<file path="config.mk">
export PLATFORM = sky130hd
export DESIGN_NAME = cec_auto_responder_core_flat
export DESIGN_NICKNAME = d
export VERILOG_FILES = /design/src/rtl/core/cecar_pkg.sv /design/src/rtl/core/cecar_if.sv /design/src/rtl/core/cecar_front.sv /design/src/rtl/core/cecar_queue.sv /design/src/rtl/core/cecar_back.sv /design/src/rtl/core/cec_auto_responder_core.sv /design/src/flat_wrapper.sv
export SDC_FILE = /design/constraint.sdc
export NUM_CORES = 1
export LEC_CHECK = 0
export BUFFER_PORTS_ARGS = -buffer_cell sky130_fd_sc_hd__buf_4
export CORE_ASPECT_RATIO = 1.75
export CORE_MARGIN = 2
export CORE_UTILIZATION = 56
export DETAILED_ROUTE_END_ITERATION = 12
export HOLD_SLACK_MARGIN = 0.12
export PLACE_DENSITY = 0.77
export SLEW_MARGIN = 20
export SYNTH_ARGS = -nofsm -noshare
export SYNTH_HDL_FRONTEND = slang
export SYNTH_SLANG_ARGS = --single-unit
export TNS_END_PERCENT = 30
</file>
<file path="constraint.sdc">
create_clock -name clk_i -period 7.5 [get_ports clk_i]
set_input_delay 1.125 -clock clk_i [delete_from_list [all_inputs] [get_ports clk_i]]
set_output_delay 1.125 -clock clk_i [all_outputs]
set_load 0.03 [all_outputs]
</file>
<file path="src/rtl/core/cecar_pkg.sv">
`timescale 1ns / 1ps

package cecar_pkg;

  localparam int BYTE_W     = 8;
  localparam int LADDR_W    = 4;
  localparam int FLAGS_W    = 3;
  localparam int PADDR_W    = 16;
  localparam int DEVTYPE_W  = 4;
  localparam int NLEN_W     = 4;
  localparam int NAME_LO_W  = 64;
  localparam int NAME_HI_W  = 48;
  localparam int IDX_W      = 4;   // byte position within one reply, up to 16 bytes

  localparam int NAME_MAX   = 14;
  localparam int NAME_LO_CHARS = NAME_LO_W / BYTE_W;
  localparam int NAME_SLOTS = 16;

  // configuration port
  localparam int CFG_IDX_W  = 3;
  localparam int CFG_DATA_W = 64;

  localparam logic [CFG_IDX_W-1:0] REG_OWN_ADDR  = 3'd0;
  localparam logic [CFG_IDX_W-1:0] REG_CTRL      = 3'd1;
  localparam logic [CFG_IDX_W-1:0] REG_PHYS_ADDR = 3'd2;
  localparam logic [CFG_IDX_W-1:0] REG_DEV_TYPE  = 3'd3;
  localparam logic [CFG_IDX_W-1:0] REG_NAME_LEN  = 3'd4;
  localparam logic [CFG_IDX_W-1:0] REG_NAME_LO   = 3'd5;
  localparam logic [CFG_IDX_W-1:0] REG_NAME_HI   = 3'd6;

  localparam logic [LADDR_W-1:0]   RST_OWN_ADDR  = 4'hF;
  localparam logic [DEVTYPE_W-1:0] RST_DEV_TYPE  = 4'd4;

  localparam logic [LADDR_W-1:0]   ADDR_BCAST    = 4'hF;
  localparam int                   FLAG_ENABLE   = 0;
  localparam int                   FLAG_WAKE     = 2;

  // received opcodes
  localparam logic [BYTE_W-1:0] OP_GIVE_DECK_STATUS = 8'h1A;
  localparam logic [BYTE_W-1:0] OP_GIVE_OSD_NAME    = 8'h46;
  localparam logic [BYTE_W-1:0] OP_GIVE_PHYS_ADDR   = 8'h83;
  localparam logic [BYTE_W-1:0] OP_GIVE_VENDOR_ID   = 8'h8C;
  localparam logic [BYTE_W-1:0] OP_MENU_REQUEST     = 8'h8D;
  localparam logic [BYTE_W-1:0] OP_GIVE_POWER       = 8'h8F;
  localparam logic [BYTE_W-1:0] OP_GET_CEC_VERSION  = 8'h9F;

  // reply bytes
  localparam logic [BYTE_W-1:0] OP_DECK_STATUS      = 8'h1B;
  localparam logic [BYTE_W-1:0] DECK_STOPPED        = 8'h1A;
  localparam logic [BYTE_W-1:0] OP_SET_OSD_NAME     = 8'h47;
  localparam logic [BYTE_W-1:0] OP_REPORT_PHYS_ADDR = 8'h84;
  localparam logic [BYTE_W-1:0] OP_FEATURE_ABORT    = 8'h00;
  localparam logic [BYTE_W-1:0] ABORT_UNRECOGNIZED  = 8'h00;
  localparam logic [BYTE_W-1:0] OP_MENU_STATUS      = 8'h8E;
  localparam logic [BYTE_W-1:0] MENU_ACTIVE         = 8'h00;
  localparam logic [BYTE_W-1:0] OP_REPORT_POWER     = 8'h90;
  localparam logic [BYTE_W-1:0] POWER_ON            = 8'h00;
  localparam logic [BYTE_W-1:0] POWER_STANDBY       = 8'h02;
  localparam logic [BYTE_W-1:0] OP_CEC_VERSION      = 8'h9E;
  localparam logic [BYTE_W-1:0] CEC_VERSION_1_4     = 8'h05;

  // command queue between front and back
  localparam int QUEUE_DEPTH = 2;
  localparam int QPTR_W      = (QUEUE_DEPTH > 1) ? $clog2(QUEUE_DEPTH) : 1;
  localparam int QCNT_W      = $clog2(QUEUE_DEPTH + 1);

  typedef enum logic [2:0] {
    KIND_NONE,
    KIND_DECK,
    KIND_OSD,
    KIND_PHYS,
    KIND_VENDOR,
    KIND_MENU,
    KIND_POWER,
    KIND_VERSION
  } reply_kind_e;

  typedef struct packed {
    reply_kind_e         kind;
    logic [BYTE_W-1:0]   head;      // first reply byte
    logic                powered;
    logic                wake;      // goes out on the last byte
    logic [IDX_W-1:0]    last_idx;
  } cmd_t;

  typedef struct packed {
    logic [PADDR_W-1:0]   phys_addr;
    logic [DEVTYPE_W-1:0] dev_type;
    logic [NAME_LO_W-1:0] name_lo;
    logic [NAME_HI_W-1:0] name_hi;
  } reply_cfg_t;

  typedef struct packed {
    logic [LADDR_W-1:0] own_addr;
    logic [FLAGS_W-1:0] flags;
    logic [NLEN_W-1:0]  name_len;
  } front_cfg_t;

endpackage

</file>
<file path="src/rtl/core/cecar_if.sv">
`timescale 1ns / 1ps

interface cecar_in_if;
  logic                          valid;
  logic                          ready;
  logic [cecar_pkg::BYTE_W-1:0]  frame_header;
  logic [cecar_pkg::BYTE_W-1:0]  frame_opcode;
  logic                          host_powered;

  modport source (output valid, frame_header, frame_opcode, host_powered, input ready);
  modport sink   (input valid, frame_header, frame_opcode, host_powered, output ready);
endinterface

interface cecar_out_if;
  logic                          valid;
  logic                          ready;
  logic [cecar_pkg::BYTE_W-1:0]  reply_byte;
  logic                          handled;
  logic                          last_byte;
  logic                          wake_host;

  modport source (output valid, reply_byte, handled, last_byte, wake_host, input ready);
  modport sink   (input valid, reply_byte, handled, last_byte, wake_host, output ready);
endinterface

</file>
<file path="src/rtl/core/cecar_front.sv">
`timescale 1ns / 1ps

module cecar_front (
  input  cecar_pkg::front_cfg_t        cfg_i,
  input  logic                         in_valid_i,
  output logic                         in_ready_o,
  input  logic [cecar_pkg::BYTE_W-1:0] frame_header_i,
  input  logic [cecar_pkg::BYTE_W-1:0] frame_opcode_i,
  input  logic                         host_powered_i,
  output logic                         push_valid_o,
  input  logic                         push_ready_i,
  output cecar_pkg::cmd_t              push_cmd_o
);

  logic [cecar_pkg::LADDR_W-1:0] initiator;
  logic [cecar_pkg::LADDR_W-1:0] dest;
  logic [cecar_pkg::NLEN_W-1:0]  name_len;
  logic                          respond;
  cecar_pkg::reply_kind_e        kind;
  logic [cecar_pkg::IDX_W-1:0]   last_idx;

  assign initiator = frame_header_i[cecar_pkg::BYTE_W-1:cecar_pkg::LADDR_W];
  assign dest      = frame_header_i[cecar_pkg::LADDR_W-1:0];

  assign respond = (cfg_i.own_addr != cecar_pkg::ADDR_BCAST) &&
                   cfg_i.flags[cecar_pkg::FLAG_ENABLE] &&
                   ((dest == cfg_i.own_addr) || (dest == cecar_pkg::ADDR_BCAST));

  // name length saturates
  assign name_len = (cfg_i.name_len > cecar_pkg::NLEN_W'(cecar_pkg::NAME_MAX)) ?
                    cecar_pkg::NLEN_W'(cecar_pkg::NAME_MAX) : cfg_i.name_len;

  always_comb begin
    kind     = cecar_pkg::KIND_NONE;
    last_idx = '0;
    if (respond) begin
      case (frame_opcode_i)
        cecar_pkg::OP_GIVE_DECK_STATUS: begin
          kind     = cecar_pkg::KIND_DECK;
          last_idx = 4'd2;
        end
        cecar_pkg::OP_GIVE_OSD_NAME: begin
          kind     = cecar_pkg::KIND_OSD;
          last_idx = cecar_pkg::IDX_W'(name_len) + 4'd1;
        end
        cecar_pkg::OP_GIVE_PHYS_ADDR: begin
          kind     = cecar_pkg::KIND_PHYS;
          last_idx = 4'd4;
        end
        cecar_pkg::OP_GIVE_VENDOR_ID: begin
          kind     = cecar_pkg::KIND_VENDOR;
          last_idx = 4'd3;
        end
        cecar_pkg::OP_MENU_REQUEST: begin
          kind     = cecar_pkg::KIND_MENU;
          last_idx = 4'd2;
        end
        cecar_pkg::OP_GIVE_POWER: begin
          kind     = cecar_pkg::KIND_POWER;
          last_idx = 4'd2;
        end
        cecar_pkg::OP_GET_CEC_VERSION: begin
          kind     = cecar_pkg::KIND_VERSION;
          last_idx = 4'd2;
        end
        default: begin
          kind     = cecar_pkg::KIND_NONE;
          last_idx = '0;
        end
      endcase
    end
  end

  always_comb begin
    push_cmd_o.kind     = kind;
    push_cmd_o.powered  = host_powered_i;
    push_cmd_o.last_idx = last_idx;
    push_cmd_o.wake     = (kind != cecar_pkg::KIND_NONE) && !host_powered_i &&
                          cfg_i.flags[cecar_pkg::FLAG_WAKE];
    case (kind)
      cecar_pkg::KIND_NONE: push_cmd_o.head = '0;
      cecar_pkg::KIND_PHYS: push_cmd_o.head = {cfg_i.own_addr, cecar_pkg::ADDR_BCAST};
      default:              push_cmd_o.head = {cfg_i.own_addr, initiator};
    endcase
  end

  assign in_ready_o   = push_ready_i;
  assign push_valid_o = in_valid_i;

endmodule

</file>
<file path="src/rtl/core/cecar_queue.sv">
`timescale 1ns / 1ps

module cecar_queue (
  input  logic            clk_i,
  input  logic            rst_ni,
  input  logic            push_valid_i,
  output logic            push_ready_o,
  input  cecar_pkg::cmd_t push_cmd_i,
  output logic            pop_valid_o,
  input  logic            pop_ready_i,
  output cecar_pkg::cmd_t pop_cmd_o
);

  cecar_pkg::cmd_t                entries_q [cecar_pkg::QUEUE_DEPTH];
  logic [cecar_pkg::QPTR_W-1:0]   wr_ptr_q, wr_ptr_d;
  logic [cecar_pkg::QPTR_W-1:0]   rd_ptr_q, rd_ptr_d;
  logic [cecar_pkg::QCNT_W-1:0]   count_q, count_d;
  logic                           push, pop;

  localparam logic [cecar_pkg::QPTR_W-1:0] PtrLast =
    cecar_pkg::QPTR_W'(cecar_pkg::QUEUE_DEPTH - 1);

  assign push_ready_o = (count_q != cecar_pkg::QCNT_W'(cecar_pkg::QUEUE_DEPTH));
  assign pop_valid_o  = (count_q != '0);
  assign pop_cmd_o    = entries_q[rd_ptr_q];
  assign push         = push_valid_i && push_ready_o;
  assign pop          = pop_valid_o && pop_ready_i;

  always_comb begin
    wr_ptr_d = wr_ptr_q;
    rd_ptr_d = rd_ptr_q;
    count_d  = count_q;
    if (push) begin
      wr_ptr_d = (wr_ptr_q == PtrLast) ? '0 : wr_ptr_q + 1'b1;
    end
    if (pop) begin
      rd_ptr_d = (rd_ptr_q == PtrLast) ? '0 : rd_ptr_q + 1'b1;
    end
    if (push && !pop) begin
      count_d = count_q + 1'b1;
    end else if (pop && !push) begin
      count_d = count_q - 1'b1;
    end
  end

  always_ff @(posedge clk_i or negedge rst_ni) begin
    if (!rst_ni) begin
      wr_ptr_q <= '0;
      rd_ptr_q <= '0;
      count_q  <= '0;
    end else begin
      wr_ptr_q <= wr_ptr_d;
      rd_ptr_q <= rd_ptr_d;
      count_q  <= count_d;
    end
  end

  always_ff @(posedge clk_i) begin
    if (push) begin
      entries_q[wr_ptr_q] <= push_cmd_i;
    end
  end

endmodule

</file>
<file path="src/rtl/core/cecar_back.sv">
`timescale 1ns / 1ps

module cecar_back (
  input  logic                          clk_i,
  input  logic                          rst_ni,
  input  cecar_pkg::reply_cfg_t         cfg_i,
  input  logic                          cmd_valid_i,
  output logic                          cmd_ready_o,
  input  cecar_pkg::cmd_t               cmd_i,
  output logic                          out_valid_o,
  input  logic                          out_ready_i,
  output logic [cecar_pkg::BYTE_W-1:0]  reply_byte_o,
  output logic                          handled_o,
  output logic                          last_byte_o,
  output logic                          wake_host_o
);

  logic [cecar_pkg::IDX_W-1:0]   idx_q, idx_d;
  logic                          valid_q, valid_d;
  logic [cecar_pkg::BYTE_W-1:0]  byte_q, byte_d;
  logic                          handled_q, last_q, wake_q;
  logic                          load, is_last;
  logic [cecar_pkg::IDX_W-1:0]   char_idx;
  logic [cecar_pkg::BYTE_W-1:0]  name_chars [cecar_pkg::NAME_SLOTS];

  always_comb begin
    for (int i = 0; i < cecar_pkg::NAME_SLOTS; i++) begin
      if (i < cecar_pkg::NAME_LO_CHARS) begin
        name_chars[i] = cfg_i.name_lo[i*cecar_pkg::BYTE_W +: cecar_pkg::BYTE_W];
      end else if (i < cecar_pkg::NAME_MAX) begin
        name_chars[i] =
          cfg_i.name_hi[(i-cecar_pkg::NAME_LO_CHARS)*cecar_pkg::BYTE_W +: cecar_pkg::BYTE_W];
      end else begin
        name_chars[i] = '0;
      end
    end
  end

  // name characters start after header and opcode
  assign char_idx = idx_q - 4'd2;

  always_comb begin
    byte_d = '0;
    if (idx_q == '0) begin
      byte_d = cmd_i.head;
    end else begin
      case (cmd_i.kind)
        cecar_pkg::KIND_DECK:
          byte_d = (idx_q == 4'd1) ? cecar_pkg::OP_DECK_STATUS : cecar_pkg::DECK_STOPPED;
        cecar_pkg::KIND_OSD:
          byte_d = (idx_q == 4'd1) ? cecar_pkg::OP_SET_OSD_NAME : name_chars[char_idx];
        cecar_pkg::KIND_PHYS: begin
          case (idx_q)
            4'd1:    byte_d = cecar_pkg::OP_REPORT_PHYS_ADDR;
            4'd2:    byte_d = cfg_i.phys_addr[15:8];
            4'd3:    byte_d = cfg_i.phys_addr[7:0];
            default: byte_d = cecar_pkg::BYTE_W'(cfg_i.dev_type);
          endcase
        end
        cecar_pkg::KIND_VENDOR: begin
          case (idx_q)
            4'd1:    byte_d = cecar_pkg::OP_FEATURE_ABORT;
            4'd2:    byte_d = cecar_pkg::OP_GIVE_VENDOR_ID;
            default: byte_d = cecar_pkg::ABORT_UNRECOGNIZED;
          endcase
        end
        cecar_pkg::KIND_MENU:
          byte_d = (idx_q == 4'd1) ? cecar_pkg::OP_MENU_STATUS : cecar_pkg::MENU_ACTIVE;
        cecar_pkg::KIND_POWER:
          byte_d = (idx_q == 4'd1) ? cecar_pkg::OP_REPORT_POWER :
                   (cmd_i.powered ? cecar_pkg::POWER_ON : cecar_pkg::POWER_STANDBY);
        cecar_pkg::KIND_VERSION:
          byte_d = (idx_q == 4'd1) ? cecar_pkg::OP_CEC_VERSION : cecar_pkg::CEC_VERSION_1_4;
        default:
          byte_d = '0;
      endcase
    end
  end

  assign is_last     = (idx_q == cmd_i.last_idx);
  assign load        = cmd_valid_i && (!valid_q || out_ready_i);
  assign cmd_ready_o = load && is_last;

  always_comb begin
    idx_d   = idx_q;
    valid_d = valid_q;
    if (load) begin
      valid_d = 1'b1;
      idx_d   = is_last ? '0 : idx_q + 1'b1;
    end else if (out_ready_i) begin
      valid_d = 1'b0;
    end
  end

  always_ff @(posedge clk_i or negedge rst_ni) begin
    if (!rst_ni) begin
      idx_q   <= '0;
      valid_q <= 1'b0;
    end else begin
      idx_q   <= idx_d;
      valid_q <= valid_d;
    end
  end

  always_ff @(posedge clk_i) begin
    if (load) begin
      byte_q    <= byte_d;
      handled_q <= (cmd_i.kind != cecar_pkg::KIND_NONE);
      last_q    <= is_last;
      wake_q    <= is_last && cmd_i.wake;
    end
  end

  assign out_valid_o  = valid_q;
  assign reply_byte_o = byte_q;
  assign handled_o    = handled_q;
  assign last_byte_o  = last_q;
  assign wake_host_o  = wake_q;

endmodule

</file>
<file path="src/rtl/core/cec_auto_responder_core.sv">
`timescale 1ns / 1ps

// Channel   Dir  Beat payload                                       Handshake
// in_if     in   frame_header[7:0], frame_opcode[7:0], host_powered  valid/ready
// out_if    out  reply_byte[7:0], handled, last_byte, wake_host      valid/ready
// cfg       in   cfg_idx_i[2:0], cfg_wdata_i[63:0]                   cfg_we_i, no wait
//
// One reply byte per cycle while out_if is ready: a frame's reply is 1 to 16
// bytes (header, opcode, operands), set by the back-end byte sequencer.
// The first reply beat is registered in the queue, then in the output register.
// A 2-entry command queue lets frames be taken while a reply is still draining.
// Reset (async, active low) clears control state and loads register defaults.
// Output stall holds the output register; input stalls only when the queue is full.

module cec_auto_responder_core (
  input  logic                              clk_i,
  input  logic                              rst_ni,
  input  logic                              cfg_we_i,
  input  logic [cecar_pkg::CFG_IDX_W-1:0]   cfg_idx_i,
  input  logic [cecar_pkg::CFG_DATA_W-1:0]  cfg_wdata_i,
  cecar_in_if.sink                          in_if,
  cecar_out_if.source                       out_if
);

  // configuration registers
  logic [cecar_pkg::LADDR_W-1:0]   own_addr_q;
  logic [cecar_pkg::FLAGS_W-1:0]   flags_q;
  logic [cecar_pkg::PADDR_W-1:0]   phys_addr_q;
  logic [cecar_pkg::DEVTYPE_W-1:0] dev_type_q;
  logic [cecar_pkg::NLEN_W-1:0]    name_len_q;
  logic [cecar_pkg::NAME_LO_W-1:0] name_lo_q;
  logic [cecar_pkg::NAME_HI_W-1:0] name_hi_q;

  always_ff @(posedge clk_i or negedge rst_ni) begin
    if (!rst_ni) begin
      own_addr_q  <= cecar_pkg::RST_OWN_ADDR;
      flags_q     <= '0;
      phys_addr_q <= '0;
      dev_type_q  <= cecar_pkg::RST_DEV_TYPE;
      name_len_q  <= '0;
      name_lo_q   <= '0;
      name_hi_q   <= '0;
    end else if (cfg_we_i) begin
      case (cfg_idx_i)
        cecar_pkg::REG_OWN_ADDR:  own_addr_q  <= cfg_wdata_i[cecar_pkg::LADDR_W-1:0];
        cecar_pkg::REG_CTRL:      flags_q     <= cfg_wdata_i[cecar_pkg::FLAGS_W-1:0];
        cecar_pkg::REG_PHYS_ADDR: phys_addr_q <= cfg_wdata_i[cecar_pkg::PADDR_W-1:0];
        cecar_pkg::REG_DEV_TYPE:  dev_type_q  <= cfg_wdata_i[cecar_pkg::DEVTYPE_W-1:0];
        cecar_pkg::REG_NAME_LEN:  name_len_q  <= cfg_wdata_i[cecar_pkg::NLEN_W-1:0];
        cecar_pkg::REG_NAME_LO:   name_lo_q   <= cfg_wdata_i[cecar_pkg::NAME_LO_W-1:0];
        cecar_pkg::REG_NAME_HI:   name_hi_q   <= cfg_wdata_i[cecar_pkg::NAME_HI_W-1:0];
        default: ;  // unmapped index: write dropped
      endcase
    end
  end

  cecar_pkg::front_cfg_t front_cfg;
  cecar_pkg::reply_cfg_t reply_cfg;

  assign front_cfg.own_addr  = own_addr_q;
  assign front_cfg.flags     = flags_q;
  assign front_cfg.name_len  = name_len_q;
  assign reply_cfg.phys_addr = phys_addr_q;
  assign reply_cfg.dev_type  = dev_type_q;
  assign reply_cfg.name_lo   = name_lo_q;
  assign reply_cfg.name_hi   = name_hi_q;

  logic            push_valid, push_ready;
  cecar_pkg::cmd_t push_cmd;
  logic            pop_valid, pop_ready;
  cecar_pkg::cmd_t pop_cmd;

  // front: address filter and opcode decode into a reply command
  cecar_front u_front (
    .cfg_i          (front_cfg),
    .in_valid_i     (in_if.valid),
    .in_ready_o     (in_if.ready),
    .frame_header_i (in_if.frame_header),
    .frame_opcode_i (in_if.frame_opcode),
    .host_powered_i (in_if.host_powered),
    .push_valid_o   (push_valid),
    .push_ready_i   (push_ready),
    .push_cmd_o     (push_cmd)
  );

  cecar_queue u_queue (
    .clk_i        (clk_i),
    .rst_ni       (rst_ni),
    .push_valid_i (push_valid),
    .push_ready_o (push_ready),
    .push_cmd_i   (push_cmd),
    .pop_valid_o  (pop_valid),
    .pop_ready_i  (pop_ready),
    .pop_cmd_o    (pop_cmd)
  );

  // back: walks each command byte by byte into the output register
  cecar_back u_back (
    .clk_i        (clk_i),
    .rst_ni       (rst_ni),
    .cfg_i        (reply_cfg),
    .cmd_valid_i  (pop_valid),
    .cmd_ready_o  (pop_ready),
    .cmd_i        (pop_cmd),
    .out_valid_o  (out_if.valid),
    .out_ready_i  (out_if.ready),
    .reply_byte_o (out_if.reply_byte),
    .handled_o    (out_if.handled),
    .last_byte_o  (out_if.last_byte),
    .wake_host_o  (out_if.wake_host)
  );

endmodule
</file>
<file path="src/flat_wrapper.sv">
// flat-port wrapper written by rule: the top's interface ports become plain ports
module cec_auto_responder_core_flat 
  (clk_i, rst_ni, cfg_we_i, cfg_idx_i, cfg_wdata_i, in_if_valid, in_if_frame_header, in_if_frame_opcode, in_if_host_powered, in_if_ready, out_if_valid, out_if_reply_byte, out_if_handled, out_if_last_byte, out_if_wake_host, out_if_ready);
  cecar_in_if in_if_i ();
  cecar_out_if out_if_i ();
  input  logic clk_i;
  input  logic rst_ni;
  input  logic cfg_we_i;
  input  logic [cecar_pkg::CFG_IDX_W-1:0] cfg_idx_i;
  input  logic [cecar_pkg::CFG_DATA_W-1:0] cfg_wdata_i;
  input wire logic [$bits(in_if_i.valid)-1:0] in_if_valid;
  input wire logic [$bits(in_if_i.frame_header)-1:0] in_if_frame_header;
  input wire logic [$bits(in_if_i.frame_opcode)-1:0] in_if_frame_opcode;
  input wire logic [$bits(in_if_i.host_powered)-1:0] in_if_host_powered;
  output wire logic [$bits(in_if_i.ready)-1:0] in_if_ready;
  output wire logic [$bits(out_if_i.valid)-1:0] out_if_valid;
  output wire logic [$bits(out_if_i.reply_byte)-1:0] out_if_reply_byte;
  output wire logic [$bits(out_if_i.handled)-1:0] out_if_handled;
  output wire logic [$bits(out_if_i.last_byte)-1:0] out_if_last_byte;
  output wire logic [$bits(out_if_i.wake_host)-1:0] out_if_wake_host;
  input wire logic [$bits(out_if_i.ready)-1:0] out_if_ready;
  assign in_if_i.valid = in_if_valid;
  assign in_if_i.frame_header = in_if_frame_header;
  assign in_if_i.frame_opcode = in_if_frame_opcode;
  assign in_if_i.host_powered = in_if_host_powered;
  assign in_if_ready = in_if_i.ready;
  assign out_if_valid = out_if_i.valid;
  assign out_if_reply_byte = out_if_i.reply_byte;
  assign out_if_handled = out_if_i.handled;
  assign out_if_last_byte = out_if_i.last_byte;
  assign out_if_wake_host = out_if_i.wake_host;
  assign out_if_i.ready = out_if_ready;
  cec_auto_responder_core u_core (.clk_i(clk_i), .rst_ni(rst_ni), .cfg_we_i(cfg_we_i), .cfg_idx_i(cfg_idx_i), .cfg_wdata_i(cfg_wdata_i), .in_if(in_if_i), .out_if(out_if_i));
endmodule
</file>
# Word level (Yosys, flattened, before mapping)
# Memories as Yosys holds them, arrays and structs flattened.
# Index checks and enable logic that the tools add are counted.
dict set report word_totals {
  register_bits 163
  mem_count 1
  in_bits 89
  wordCells 117
  ram_bits 34
}
# memory words width rd rd_clocked_by_memory_dff wr line_no
set memory_table {}
lappend memory_table {u_core.u_queue.entries_q 2 17 1 0 1 cecar_queue.sv:14} ;# cecar_pkg::cmd_t entries_q [cecar_pkg::QUEUE_DEPTH];
dict set report op_classes {
  addsub 7
  n_bitwise 1
  muxes 28
  n_eq_ne 29
  order_cmp 2
  n_reduce_logical 33
}
# operator count
set op_table {}
lappend op_table {{$mux W8} 8}
lappend op_table {{$pmux W8 S7} 1}
lappend op_table {{$eq A8 B8 Y1 const B} 5}
lappend op_table {{$bmux W8 S4} 1}
lappend op_table {{$pmux W8 S3} 1}
lappend op_table {{$eq A3 B3 Y1 const B} 7}
lappend op_table {{$pmux W3 S7} 1}
lappend op_table {{$pmux W4 S4} 1}
lappend op_table {{$pmux W8 S2} 1}
lappend op_table {{$eq A3 B2 Y1 const B} 5}
lappend op_table {{$reduce_and A2 Y1} 7}
lappend op_table {{$mux W4} 3}
lappend op_table {{$logic_and A1 B1 Y1} 11}
lappend op_table {{$add A4 B1 Y4 const B} 2}
lappend op_table {{$eq A4 B2 Y1 const B} 2}
lappend op_table {{$eq A4 B4 Y1} 2}
lappend op_table {{$eq A8 B5 Y1 const B} 1}
lappend op_table {{$eq A8 B7 Y1 const B} 1}
lappend op_table {{$mux W1} 7}
lappend op_table {{$eq A3 B1 Y1 const B} 2}
lappend op_table {{$logic_not A3 Y1} 2}
lappend op_table {{$mux W2} 3}
lappend op_table {{$reduce_bool A2 Y1} 3}
lappend op_table {{$reduce_bool A3 Y1} 2}
lappend op_table {{16 further kinds} 21}

# Logic depth before layout (Yosys ltp)
dict set report logic_depth {
  depth_word 8
  depth_mapped 11
  depth_no_buf 8
}

# Hierarchy
# A second synthesis with hierarchy kept.
dict set report hier_totals {
  hier_cells 653
  area_unflattened_um2 9535.4
}
# mod cells_per_inst seq_area_each_um2 area_each_um2 instances
set by_module_without_submodules {}
lappend by_module_without_submodules {cec_auto_responder_core 307 3584.7 5407.7 1}
lappend by_module_without_submodules {cecar_back 206 455.4 2152.1 1}
lappend by_module_without_submodules {cecar_queue 71 1121.1 1473.9 1}
lappend by_module_without_submodules {cecar_front 69 0.0 501.7 1}

# Least setup slack after synthesis
# Ideal clock, no wire load.
dict set report synth_path {
  path_type {reg2reg}
  start {reg u_core.u_back.idx_q[0] (netlist bit)}
  end {reg u_core.u_back.byte_q (netlist bit u_core.u_back.reply_byte_o[2]), data pin}
  path_buffers 4
  slack_ns 4.889
  arrival_time_ns 2.347
  stages_incl_launch_ff 11
  synth_period_minus_slack_ns 2.611
  path_cell_list {dfrtp_1 > buf_4 > buf_4 > buf_2 > inv_1 > ha_1 > or3b_2 > clkbuf_1 > a31o_2 > a311oi_1 > nand3_1}
}
dict set report synth_via {
  elab_chain_len 8
}
# element line_no
set synth_rtl {}
lappend synth_rtl {{from (decl)} cecar_back.sv:18} ;# logic [cecar_pkg::IDX_W-1:0] idx_q, idx_d;
lappend synth_rtl {{from (signal assigned)} cecar_back.sv:100} ;# idx_q <= idx_d;
lappend synth_rtl {{$sub A4 B2 Y4} cecar_back.sv:40} ;# assign char_idx = idx_q - 4'd2;
lappend synth_rtl {{$not A4 Y5 (not written as such)} cecar_back.sv:51} ;# byte_d = (idx_q == 4'd1) ? cecar_pkg::OP_SET_OSD_NAME : name_chars[char_idx];
lappend synth_rtl {{$bmux W8 S4} cecar_back.sv:51}
lappend synth_rtl {{$mux W8 (not written as such) (2 in a row)} cecar_back.sv:51}
lappend synth_rtl {{$mux W8} cecar_back.sv:51}
lappend synth_rtl {{$pmux W8 S7} cecar_back.sv:47} ;# case (cmd_i.kind)
lappend synth_rtl {{$mux W8 *} cecar_back.sv:44} ;# if (idx_q == '0) begin
lappend synth_rtl {{net u_core.u_back.byte_d (one bit)} cecar_back.sv:20} ;# logic [cecar_pkg::BYTE_W-1:0] byte_q, byte_d;
lappend synth_rtl {{to (signal assigned)} cecar_back.sv:107} ;# byte_q <= byte_d;
lappend synth_rtl {{to (decl)} cecar_back.sv:20}
# Mark *: on every way through the listed nets, which the timed path passes. The rest lies on a longest branch. The select of a mux whose other input is x is not followed.
# A chain may end at the register's enable or synchronous reset.

# Final worst setup path
dict set report layout_path {
  start {reg u_core.u_back.idx_q[1] (netlist bit)}
  end {reg u_core.u_back.byte_q (netlist bit u_core.u_back.reply_byte_o[2]), data pin}
}
# The elaborated chain is that of the path after synthesis.

==> impl_metrics.csv <==
group,metric,value,unit
outcome,outcome,"complete, no violations",
critical_path,cp.required,7.66,ns
global_routing,antenna_found_initial,0,
timing,maxSlewViolCount,0,
yosys,yosysSeqAreaShare,55.15,%
min_path,holdPathStages,1,
final_layout,antenna_cells,0,
global_routing,grt_overflow,0,
yosys,synthTopCellsByCount,"mux2_2 (151), dfrtp_1 (146), edfxtp_1 (45)",
clock_network,ctsResizeCount,0,
power_and_ir_drop,powerDensity,349.9,mW/mm²
flow_run,drv_cap,0,
yosys,yosysTopAreaCell,"dfrtp_1",
final_layout,area_growth,16.12,%
yosys,syn_inst,650,
global_routing,grt_pass1_wl,33750,µm
critical_path,ff2ff_path_depth,6,
clock_network,clk_latency,0.44,ns
critical_path,worstPathArrival,3.13,ns
yosys,synth_top_family_by_area,"multiplexers",
power_and_ir_drop,leakagePower,4.473,nW
yosys,yosys_most_used_dff,"dfrtp_1",
final_layout,drive_above_1_share,44.58,%
yosys,synthArstFlopShare,77.04,%
power_and_ir_drop,sw_frac_of_total,35.31,%
timing,worstMarginPinSlew,0.9220,ns
floorplan,die_y,174.6,µm
place,gp_congestion,0.9457,
route,post-route-drc-count,0,
place,port_buffers,101,
yosys,synth-compound-area-share,7.134,%
route,drt_iter0_markers,283,
timing,final-setup-viol-count,0,
yosys,synth_xor_area_share,1.894,%
critical_path,setup.worst_path.class,"register to register",
route,num_vias,5920,
power_and_ir_drop,power.internal,0.002447,W
power_and_ir_drop,comb_power_share,36.1,%
floorplan,top_level_ports,102,
clock_network,cts_hold_buf,0,
timing,finalHoldViolCount,0,
timing,fmax,0.3369,GHz
timing,grt_setup_unrepaired,"false",
yosys,yosys.area_share.simple,6.637,%
critical_path,timing.rr.end,"u_core.u_back.reply_byte_o[2]",
clock_network,clockBufferDepth,2,
power_and_ir_drop,peakVddDrop,0.1682,mV
clock_network,cts-root-buf,"clkbuf_16",
min_path,hp-start,"u_core.name_lo_q[37]",
yosys,synth_area_leaders,"dfrtp_1 (39%), mux2_2 (18%), edfxtp_1 (15%)",
critical_path,reg2reg_slack,4.53,ns
timing,relSlewSlack,38.53,%
power_and_ir_drop,power_frac_clock,23.0,%
yosys,synth_top_area_share,39.23,%
yosys,synthAdderAreaFrac,1.075,%
final_layout,layout.cells.non_filler,980,
clock_network,clkTransAtPathRegs,0.07,ns
route,viasPerCell,6.041,
place,dp.cells,948,
yosys,synth.distinct_cells,70,
timing,whs,0.5047,ns
place,pre_cts_ws,4.522,ns
route,dr.pass1.iters,4,
timing,fin_skew,0.01396,ns
floorplan,rows,62,
route,wire_per_inst,21.93,µm
final_layout,nets,840,
timing,fin_tns_setup,0,ns
floorplan,initial_core_util,56.89,%
critical_path,r2r-start,"u_core.u_back.idx_q[1]",
critical_path,start_kind,"register",
clock_network,numCtsBuffers,17,
global_routing,grt_max_degree,79,
floorplan,dieArea,0.01772,mm²
yosys,synthMuxAreaShare,25.97,%
critical_path,cp_max_fo,30,
power_and_ir_drop,switchingPower,0.001336,W
clock_network,cts_sinks,196,
route,ant_nets,0,
clock_network,cts_tree,"yes",
place,dpl.hpwl,15610,µm
final_layout,multi_input_area,0.003984,mm²
timing,setup_slack,4.532,ns
final_layout,regArea,0.005137,mm²
global_routing,grt_pass1_vias,6339,
clock_network,cts_setup_buffers,0,
clock_network,htree_levels,4,
yosys,post-synth-top-count-cell,"mux2_2",
final_layout,fillers,1198,
min_path,hold_path_class,"register to register",
yosys,synth_nets,747,
yosys,synth_edf_count,45,
power_and_ir_drop,power_frac_seq,40.9,%
timing,finalCriticalPeriod,2.968,ns
timing,finalCritPeriodShare,39.57,%
yosys,synthesis.area,0.009313,mm²
floorplan,fp.dieW,101.5,µm
yosys,ys_seq_elements,196,
min_path,hold_end,"u_core.name_lo_q[37]",
yosys,synth.avg_cell_area,14.33,µm²
yosys,yosysWarnings,0,
global_routing,track_usage,25.39,%
route,drt-total-wl,21490,µm
critical_path,critPathCaptureType,"register",
floorplan,core_area,0.01637,mm²
cells in the final DEF, fill, tap and decap left out, drive strengths merged, types with 8 or more instances in the layout:
master | Yosys | final
nor3 | 8 | 8
inv | 9 | 15
clkbuf | 17 | 19
xor2 | 9 | 9
a21oi | 11 | 11
mux2i | 20 | 20
o21ai | 8 | 8
buf | 17 | 108
dfrtp | 146 | 146
ha | 8 | 8
xnor2 | 9 | 9
mux4 | 23 | 23
edfxtp | 45 | 45
nor2 | 13 | 13
nand3 | 11 | 11
mux2 | 151 | 151
nand2 | 27 | 27
a22oi | 10 | 10
area by class of cell:
| cell class | instances | share of cell area [%] |
|---|---|---|
| clock buffer | 19 | 4.096 |
| clock inverter | 13 | 1.122 |
| inverter | 9 | 0.3124 |
| multi-input combinational | 411 | 36.84 |
| sequential | 196 | 47.51 |
| tap | 224 | 2.592 |
| timing repair buffer | 108 | 7.532 |
flip-flops by register name, summed over array words and instances, names as in the netlist:
| name | count |
|---|---|
| u_core.dev_type_q | 4 |
| u_core.flags_q | 2 |
| u_core.name_hi_q | 48 |
| u_core.name_len_q | 4 |
| u_core.name_lo_q | 64 |
| u_core.own_addr_q | 4 |
| u_core.phys_addr_q | 16 |
| u_core.u_back.handled_o | 1 |
| u_core.u_back.idx_q | 4 |
| u_core.u_back.last_byte_o | 1 |
| u_core.u_back.out_valid_o | 1 |
| u_core.u_back.reply_byte_o | 8 |
| u_core.u_back.wake_host_o | 1 |
| u_core.u_queue.count_q | 2 |
| u_core.u_queue.entries_q | 34 |
| u_core.u_queue.rd_ptr_q | 1 |
| u_core.u_queue.wr_ptr_q | 1 |
logic make-up (layout without fill, tap and decap cells):
| group | Yosys count | after routing |
|---|---|---|
| AO/OA/AOI/OAI | 86 | 86 |
| XOR/XNOR | 18 | 18 |
| adder cells (fa/ha/maj) | 8 | 8 |
| buffers and inverters | 43 | 149 |
| flip-flops | 196 | 196 |
| multiplexers | 194 | 194 |
| AND/OR/NAND/NOR | 105 | 105 |
worst max-delay path, cell delays in order (launching register included):
cell and delay (ns):
dfrtp_1 0.38, buf_4 0.29, ha_1 0.48, o31ai_1 0.73
o2bb2ai_1 0.23, a311oi_1 0.41, nand3_1 0.16
layer usage:
| layer | track usage (%) | vias to the layer above | wire (µm) |
|---|---|---|---|
| li1 | - | 2674 | - |
| met1 | 28.52 | 3023 | 7783 |
| met2 | 46.72 | 186 | 12260 |
| met3 | 4.000 | 37 | 785 |
| met4 | 10.36 | 0 | 660 |
| met5 | 0 | - | 0 |
how the worst max path moves through the flow:
| stage | startpoint | end | slack (ns) | cells past startpoint |
|---|---|---|---|---|
| 2_1_floorplan | u_core.u_back.idx_q[0] | u_core.u_back.reply_byte_o[2] | 4.89 | 10 |
| 6_report | u_core.u_back.idx_q[1] | u_core.u_back.reply_byte_o[2] | 4.53 | 6 |
| 3_3_place_gp | u_core.u_back.idx_q[1] | u_core.u_back.reply_byte_o[2] | 4.53 | 6 |
| 4_1_cts | u_core.u_back.idx_q[1] | u_core.u_back.reply_byte_o[2] | 4.53 | 6 |
| 3_5_place_dp | u_core.u_back.idx_q[1] | u_core.u_back.reply_byte_o[2] | 4.52 | 6 |
| 5_1_grt | u_core.u_back.idx_q[1] | u_core.u_back.reply_byte_o[2] | 4.43 | 6 |
power by group through the flow:
stage | sequential, W | combinational, W | clock [W]
after floorplan | 0.00155 | 0.000941 | 0
after global placement | 0.00155 | 0.00133 | 0
after detailed placement | 0.00156 | 0.00137 | 0
after CTS | 0.00154 | 0.00138 | 0.000887
after global routing | 0.00158 | 0.00146 | 0.000923
final | 0.00155 | 0.00136 | 0.000872
per-stage QoR:
step	instance area [µm²]	power (W)	utilization (%)
final	10810	0.003783	66.07
after global routing	10810	0.003960	66.07
after CTS	10810	0.003812	66.03
after detailed placement	10240	0.002935	62.58
after global placement	10240	0.002878	62.58
after floorplan	9313	0.002492	-
(Power assumes the default switching activity.)
